**src/hw/rtl/line_input_assembler_macros.svh**
```systemverilog
// Assertion macros for the line input assembler.
// Both sample on the rising edge of clk; the first is muted while rst is high.
`ifndef LINE_INPUT_ASSEMBLER_MACROS_SVH
`define LINE_INPUT_ASSEMBLER_MACROS_SVH

`ifndef NO_ASSERTIONS

`define LIA_ASSERT(label, prop, msg) \
  label: assert property (@(posedge clk) disable iff (rst) prop) else $error(msg);

`define LIA_ASSERT_ALWAYS(label, prop, msg) \
  label: assert property (@(posedge clk) prop) else $error(msg);

`else

`define LIA_ASSERT(label, prop, msg)

`define LIA_ASSERT_ALWAYS(label, prop, msg)

`endif

`endif

```
**src/hw/rtl/lia_pkg.sv**
```systemverilog
package lia_pkg;

  localparam int LINE_MAX = 64;
  localparam int IDX_W    = $clog2(LINE_MAX);
  localparam int CNT_W    = $clog2(LINE_MAX + 1);
  localparam int BYTE_W   = 8;
  localparam int LIMIT_W  = 7;

  localparam logic [LIMIT_W-1:0] LIMIT_RESET = LIMIT_W'(64);

  localparam logic [BYTE_W-1:0] CH_BS    = 8'h08;
  localparam logic [BYTE_W-1:0] CH_DEL   = 8'h7F;
  localparam logic [BYTE_W-1:0] CH_LF    = 8'h0A;
  localparam logic [BYTE_W-1:0] CH_CR    = 8'h0D;
  localparam logic [BYTE_W-1:0] CH_SPACE = 8'h20;
  localparam logic [BYTE_W-1:0] CH_TILDE = 8'h7E;
  localparam logic [BYTE_W-1:0] CH_DOT   = 8'h2E;
  localparam logic [BYTE_W-1:0] CH_SLASH = 8'h2F;
  localparam logic [BYTE_W-1:0] CH_COMMA = 8'h2C;

  function automatic logic is_command_char(input logic [BYTE_W-1:0] c);
    return (c == CH_DOT) || (c == CH_SLASH) || (c == CH_COMMA);
  endfunction

endpackage

```
**src/hw/rtl/line_input_assembler.sv**
```systemverilog
// Channel   Direction  Handshake               Word
// bytes     in         byte_valid / byte_stall  in_byte
// results   out        line_valid / line_stall  out_char, last_char, empty_line,
//                                               too_long, is_command
// config    in         cfg_valid / cfg_ready    line_limit
//
// A non-terminating byte is taken while the block is idle. A terminator ending a
// non-empty line starts a readout of the line store, which result stalls can hold:
// each character passes through the registered store read and then the output
// register. An empty line's result is registered directly. Reset is synchronous;
// the line store is not cleared, since only entries below the fill count are read.
// Bytes stall during a readout, and a terminator also stalls while a result waits.
`include "line_input_assembler_macros.svh"

module line_input_assembler (
  input  logic                          clk,
  input  logic                          rst,
  input  logic                          byte_valid,
  output logic                          byte_stall,
  input  logic [lia_pkg::BYTE_W-1:0]    in_byte,
  output logic                          line_valid,
  input  logic                          line_stall,
  output logic [lia_pkg::BYTE_W-1:0]    out_char,
  output logic                          last_char,
  output logic                          empty_line,
  output logic                          too_long,
  output logic                          is_command,
  input  logic                          cfg_valid,
  output logic                          cfg_ready,
  input  logic [lia_pkg::LIMIT_W-1:0]   line_limit
);

  typedef enum logic [1:0] {
    S_IDLE,
    S_LOAD,
    S_SEND
  } state_t;

  state_t                        state;
  logic [lia_pkg::CNT_W-1:0]     fill_count;
  logic                          overflow_seen;
  logic                          after_term;
  logic                          first_cmd;
  logic [lia_pkg::LIMIT_W-1:0]   limit;
  logic [lia_pkg::IDX_W-1:0]     rd_idx;
  logic [lia_pkg::CNT_W-1:0]     line_len;
  logic                          line_ovf;
  logic                          line_cmd;

  logic                          is_term;
  logic                          is_erase;
  logic                          is_print;
  logic [lia_pkg::LIMIT_W-1:0]   eff_limit;
  logic                          has_room;
  logic                          byte_take;
  logic                          line_take;
  logic                          start_line;
  logic                          chunk_last;

  logic                          wr_en;
  logic                          rd_en;
  logic [lia_pkg::IDX_W-1:0]     rd_addr;
  logic [lia_pkg::BYTE_W-1:0]    rd_data;

  assign cfg_ready = 1'b1;

  always_comb begin
    is_term  = (in_byte == lia_pkg::CH_CR) || (in_byte == lia_pkg::CH_LF);
    is_erase = (in_byte == lia_pkg::CH_BS) || (in_byte == lia_pkg::CH_DEL);
    is_print = in_byte inside {[lia_pkg::CH_SPACE:lia_pkg::CH_TILDE]};
    if (limit == '0) begin
      eff_limit = lia_pkg::LIMIT_W'(1);
    end else if (limit > lia_pkg::LIMIT_W'(lia_pkg::LINE_MAX)) begin
      eff_limit = lia_pkg::LIMIT_W'(lia_pkg::LINE_MAX);
    end else begin
      eff_limit = limit;
    end
    has_room = lia_pkg::LIMIT_W'(fill_count) < eff_limit;
  end

  // A terminator waits until the previous line's final result has left.
  assign byte_stall = (state != S_IDLE) || (line_valid && is_term);
  assign byte_take  = byte_valid && !byte_stall;
  assign line_take  = line_valid && !line_stall;

  assign start_line = byte_take && is_term && !after_term && (fill_count != '0);
  assign chunk_last = ({1'b0, rd_idx} + lia_pkg::CNT_W'(1)) == line_len;

  assign wr_en   = byte_take && is_print && has_room;
  assign rd_en   = start_line || ((state == S_SEND) && line_take && !last_char);
  assign rd_addr = (state == S_IDLE) ? '0 : rd_idx + lia_pkg::IDX_W'(1);

  lia_ram #(
    .WIDTH (lia_pkg::BYTE_W),
    .DEPTH (lia_pkg::LINE_MAX)
  ) u_line_store (
    .clk     (clk),
    .wr_en   (wr_en),
    .wr_addr (fill_count[lia_pkg::IDX_W-1:0]),
    .wr_data (in_byte),
    .rd_en   (rd_en),
    .rd_addr (rd_addr),
    .rd_data (rd_data)
  );

  always_ff @(posedge clk) begin
    if (rst) begin
      state         <= S_IDLE;
      fill_count    <= '0;
      overflow_seen <= 1'b0;
      after_term    <= 1'b0;
      first_cmd     <= 1'b0;
      limit         <= lia_pkg::LIMIT_RESET;
      line_valid    <= 1'b0;
    end else begin
      if (cfg_valid && cfg_ready) begin
        limit <= line_limit;
      end
      if (line_take) begin
        line_valid <= 1'b0;
      end
      case (state)
        S_IDLE: begin
          if (byte_take) begin
            if (is_term) begin
              if (!after_term) begin
                after_term    <= 1'b1;
                fill_count    <= '0;
                overflow_seen <= 1'b0;
                if (fill_count == '0) begin
                  out_char   <= '0;
                  last_char  <= 1'b1;
                  empty_line <= 1'b1;
                  too_long   <= overflow_seen;
                  is_command <= 1'b0;
                  line_valid <= 1'b1;
                end else begin
                  line_len <= fill_count;
                  line_ovf <= overflow_seen;
                  line_cmd <= first_cmd;
                  rd_idx   <= '0;
                  state    <= S_LOAD;
                end
              end
            end else begin
              after_term <= 1'b0;
              if (is_erase) begin
                if (fill_count != '0) begin
                  fill_count <= fill_count - lia_pkg::CNT_W'(1);
                end
              end else if (is_print) begin
                if (has_room) begin
                  fill_count <= fill_count + lia_pkg::CNT_W'(1);
                  if (fill_count == '0) begin
                    first_cmd <= lia_pkg::is_command_char(in_byte);
                  end
                end else begin
                  overflow_seen <= 1'b1;
                end
              end
            end
          end
        end
        S_LOAD: begin
          out_char   <= rd_data;
          last_char  <= chunk_last;
          empty_line <= 1'b0;
          too_long   <= chunk_last && line_ovf;
          is_command <= chunk_last && line_cmd;
          line_valid <= 1'b1;
          state      <= S_SEND;
        end
        S_SEND: begin
          if (line_take) begin
            if (last_char) begin
              state <= S_IDLE;
            end else begin
              rd_idx <= rd_idx + lia_pkg::IDX_W'(1);
              state  <= S_LOAD;
            end
          end
        end
        default: begin
          state <= S_IDLE;
        end
      endcase
    end
  end

  `LIA_ASSERT(a_fill_in_range, fill_count <= lia_pkg::CNT_W'(lia_pkg::LINE_MAX), "fill count beyond line store")
  `LIA_ASSERT(a_no_write_in_readout, (state != S_IDLE) |-> !wr_en, "line store written during readout")
  `LIA_ASSERT(a_load_after_term, (state == S_LOAD) |-> (after_term && (fill_count == '0)), "readout without cleared line")
  `LIA_ASSERT(a_empty_is_final, (line_valid && empty_line) |-> (last_char && (out_char == '0) && !is_command), "bad empty line result")
  `LIA_ASSERT_ALWAYS(a_reset_no_result, rst |=> !line_valid, "result valid after reset")

endmodule

```
**src/hw/rtl/lia_ram.sv**
```systemverilog
module lia_ram #(
  parameter int WIDTH = 8,
  parameter int DEPTH = 64
) (
  input  logic                     clk,
  input  logic                     wr_en,
  input  logic [$clog2(DEPTH)-1:0] wr_addr,
  input  logic [WIDTH-1:0]         wr_data,
  input  logic                     rd_en,
  input  logic [$clog2(DEPTH)-1:0] rd_addr,
  output logic [WIDTH-1:0]         rd_data
);

  logic [WIDTH-1:0] mem [DEPTH];

  always_ff @(posedge clk) begin
    if (wr_en) begin
      mem[wr_addr] <= wr_data;
    end
    if (rd_en) begin
      rd_data <= mem[rd_addr];
    end
  end

endmodule

```
**config.mk**
```make
export PLATFORM = sky130hd
export DESIGN_NAME = line_input_assembler
export DESIGN_NICKNAME = d
export VERILOG_FILES = /design/src/hw/rtl/lia_pkg.sv /design/src/hw/rtl/line_input_assembler.sv /design/src/hw/rtl/lia_ram.sv
export VERILOG_INCLUDE_DIRS = /design/src /design/src/hw/rtl
export SDC_FILE = /design/constraint.sdc
export NUM_CORES = 1
export LEC_CHECK = 0
export BUFFER_PORTS_ARGS = -buffer_cell sky130_fd_sc_hd__buf_2
export CAP_MARGIN = 20
export CORE_MARGIN = 2
export CORE_UTILIZATION = 29
export CTS_BUF_LIST = sky130_fd_sc_hd__clkbuf_8
export DETAILED_ROUTE_END_ITERATION = 16
export PLACE_DENSITY = 0.43
export SLEW_MARGIN = 10
export SYNTH_ARGS = -nofsm -noshare
export SYNTH_HDL_FRONTEND = slang
export SYNTH_HIERARCHICAL = 1
export SYNTH_SLANG_ARGS = --single-unit
```
**constraint.sdc**
```tcl
create_clock -name clk -period 3.64 [get_ports clk]
set_input_delay 0.728 -clock clk [delete_from_list [all_inputs] [get_ports clk]]
set_output_delay 0.728 -clock clk [all_outputs]
set_load 0.05 [all_outputs]
```
==> impl_metrics.yaml <==
yosys:
  synth_edf_count: 547
  yosys_warnings: 6
  post_synth_and_or_nand_nor_area_fraction_pct: 6.13
  synth_area_um2: 22900
  yosys.area_share.adder_pct: 0.745
  synth_mux_area_share_pct: 13.7
  postSynthAreaPerCell_um2: 18.7
  ys_ff_latch: 567
  synth_top_family_by_area: "multiplexers"
  ys.flop_type: "edfxtp_1"
  synth_fp_nets: 1256
  ys_types: 69
  synth_compound_area_share_pct: 3.54
  async_reset_ff_share_pct: 0
  synthXorXnorAreaFrac_pct: 0.498
  synth-seq-area-share_pct: 73.6
  syn_inst: 1223
worst_hold_path:
  worstHoldStart: "line_limit[6]"
  hold_depth: 3
  holdCritPathClass: "in -> reg"
  min_to: "limit[6]"
routing:
  wl_met2_mm: 30.7
  first_iter_violations: 991
  wl_per_cell_um: 24.6
  vias: 12400
  drt-met1-wl_mm: 27.8
  drc: 0
  drt_wl_total_mm: 62.6
  via_per_inst: 4.87
  final_antenna_net_count: 0
  routed.top_layer: "met4"
  drtPass1Iterations: 6
  wl_met3_mm: 2.79
sta:
  rsz0062_at_grt: "no"
  finClkSkew_ns: 0.0367
  period_share_pct: 92.2
  setup_violations: 0
  finalHoldViolations: 0
  drv_slew: 0
  max_slew_margin_pct: 47.3
  fin_ws_ns: 0.282
  max_freq_mhz: 298
  setup_tns_ns: 0
  tightest_slew_ns: 0.790
  fin_crit_ns: 3.36
floorplan:
  io_pins: 35
  core_um2: 77700
  dieArea_um2: 81100
  start_util_pct: 29.4
  rows: 102
  die_y_um: 285
  die_width_um: 285
critical_path:
  r2r_start: "rd_idx[0]"
  cp_cell_sequence: "ha_1 -> nand3_1 -> xor2_1 -> nor2_4 -> buf_12 -> nor2b_1 -> nand2_1 -> o22ai_1 -> or4_1 -> o211ai_1"
  rr_endpoint: "u_line_store/rd_data[1]"
  critical_path.startpoint: "rd_idx[0]"
  crit_path_end_kind: "flop"
  cp_slowest_cell: "or4_1"
  reg2reg_depth: 10
  cp.arrival_ns: 3.80
  required_ns: 4.08
  path_class: "reg -> reg"
  rrSetupSlack_ns: 0.28
  slowest_delay_ns: 0.60
  critPathLaunchType: "flop"
  crit_path_max_fanout: 22
grt:
  antenna_found_initial: 6
  grt_pass1_wl_mm: 91.6
  grt_overflow: 0
  grt_pass1_vias: 12900
  grt_use_total_pct: 15.6
  grt_max_degree: 66
layout:
  multi_input_area_um2: 5670
  fin_cells: 2543
  regArea_um2: 16800
  fillers: 7395
  nNetsFinal: 1471
  syn_to_final_growth_pct: 17.7
  drive_above_1_share_pct: 29.8
clock_network:
  tritoncts: "yes"
  clk_pin_slew_ns: 0.06
  clock_path_buffers: 3
  clock_latency_ns: 0.70
  cts_hold_buf: 0
  clkSinkCount: 567
  ctsResizeCount: 0
  cts-htree-levels: 3
  cts_root_buffer: "clkbuf_8"
  numCtsBuffers: 94
  cts_setup_buffers: 0
placed_design:
  placed_cells: 2382
  gp_congestion: 0.807
  place_ws_ns: 0.0377
  dp_hpwl_mm: 40.7
  portBuffers: 33
run:
  maxCapViolations: 0
pwr:
  p_sw_share_pct: 21.6
  seqPwrFrac_pct: 57.2
  combPwrFrac_pct: 2.2
  pwr-share-clk_pct: 40.6
  p_sw_mw: 2.71
  p_per_area_nw_per_um2: 466
  leakagePower_nw: 8.59
  p_int_mw: 9.82
  peakVddDrop_v: 0.000204
outcome:
  status: "completed"
routing by layer:
metal / vias up / GRT usage [%]
met5: - / 0
met4: 0 / 4.51
met3: 85 / 2.44
met2: 331 / 25.7
met1: 6574 / 21.2
li1: 5403 / -
cell usage in the layout, fill, tap and decap left out, drive strengths merged, types with 8 or more instances in the layout:
cell type  synthesis  routed
nor3              10      10
clkinv             3      31
a21oi             12      12
nand3             28      28
a22oi              8       8
o22ai             23      23
edfxtp           547     547
or2               10      10
mux2i             29      29
o221ai             8       8
ha                12      12
o21ai             12      12
and2              12      12
dfxtp             20      20
inv               10      42
buf               33     181
nor2b             15      15
clkbuf            29      97
a31oi              8       8
nand3b             9       9
nand2             36      36
mux4             124     124
nor2             123     123
nand2b             8       8
registers in the layout, summed over array words and instances, names as in the netlist, 2 cells and up:
name / cells
u_line_store/mem: 512
rd_idx: 6
state: 2
line_len: 7
limit: 7
u_line_store/rd_data: 8
out_char: 8
fill_count: 7
worst max path at each step:
stage                              endpoint  slack, ns  depth (start not counted)
CTS                 u_line_store/rd_data[1]       0.34                         10
detailed placement            fill_count[5]       0.04                         13
finish              u_line_store/rd_data[1]       0.28                         10
global placement              fill_count[5]       0.05                         13
floorplan                        empty_line       0.40                          5
global route        u_line_store/rd_data[1]       0.16                         10
through the flow:
step	hold WS (ns)	utilization [%]	cell area [um^2]	total power, mW
global route	0.245	34.6	26900	13.0
finish	0.272	34.6	26900	12.5
detailed placement	0.427	32.5	25200	7.58
CTS	0.198	34.6	26900	12.7
floorplan	0.408	-	22900	7.39
global placement	0.447	32.5	25200	7.57
area by class of cell:
| class | instances | area share [%] |
|---|---|---|
| flip-flops and latches | 567 | 62.6 |
| multi-input cells | 581 | 21.1 |
| repair buffers | 181 | 5.17 |
| clock buffers | 97 | 4.97 |
| well taps | 1040 | 4.84 |
| clock inverters | 63 | 1.16 |
| inverters | 13 | 0.181 |
| diodes | 1 | 0.00931 |
cells by family after synthesis:
family                     after synthesis
AOI/OAI and AO/OA                      112
xor gates and xnor gates                13
adders and majority gates               13
buffers and inverters                   75
DFF                                    567
muxes                                  157
other                                    1
and+or+nand+nor                        285
cells in the mapped netlist, types with 4 or more instances:
cell / number / area [um^2]
a221oi_1: 6 / 52.6
or2_2: 9 / 56.3
and2_1: 11 / 68.8
buf_2: 15 / 75.1
mux4_2: 124 / 2790
nand2b_1: 7 / 43.8
ha_1: 12 / 150
nand3b_1: 9 / 67.6
nor2_1: 123 / 462
or4_1: 4 / 30.0
a21o_1: 4 / 30.0
a2111oi_0: 4 / 35.0
nor3_1: 10 / 50.1
nand3_1: 28 / 140
edfxtp_1: 547 / 16400
buf_4: 10 / 75.1
nand4_1: 6 / 37.5
a22oi_1: 8 / 60.1
a22o_1: 4 / 35.0
xnor2_1: 6 / 52.6
inv_1: 10 / 37.5
dfxtp_1: 20 / 400
nor2b_1: 15 / 93.8
or3b_2: 4 / 35.0
nor4_1: 6 / 37.5
buf_6: 5 / 56.3
a31oi_1: 8 / 50.1
nand2_1: 35 / 131
a21oi_1: 11 / 55.1
clkbuf_1: 29 / 109
o221ai_1: 8 / 70.1
mux2i_1: 29 / 290
o21ai_0: 11 / 55.1
xor2_1: 7 / 61.3
o22ai_1: 23 / 144
power groups by stage:
stage	Sequential, mW	Combinational [mW]	Clock, mW
2_1_floorplan	7.30	0.0842	0
3_3_place_gp	7.30	0.272	0
3_5_place_dp	7.30	0.277	0
4_1_cts	7.17	0.278	5.27
5_1_grt	7.16	0.295	5.54
6_report	7.17	0.270	5.09
critical path, delay by kind of cell (launching register included):
kind / cells / cell delay (ns)
and+or+nand+nor: 5 / 1.51
AOI/OAI and AO/OA: 2 / 0.54
xor gates and xnor gates: 1 / 0.16
DFF: 1 / 0.41
buffers and inverters: 1 / 0.26
adders and majority gates: 1 / 0.25
No activity file was read; power rests on OpenSTA's default activity.
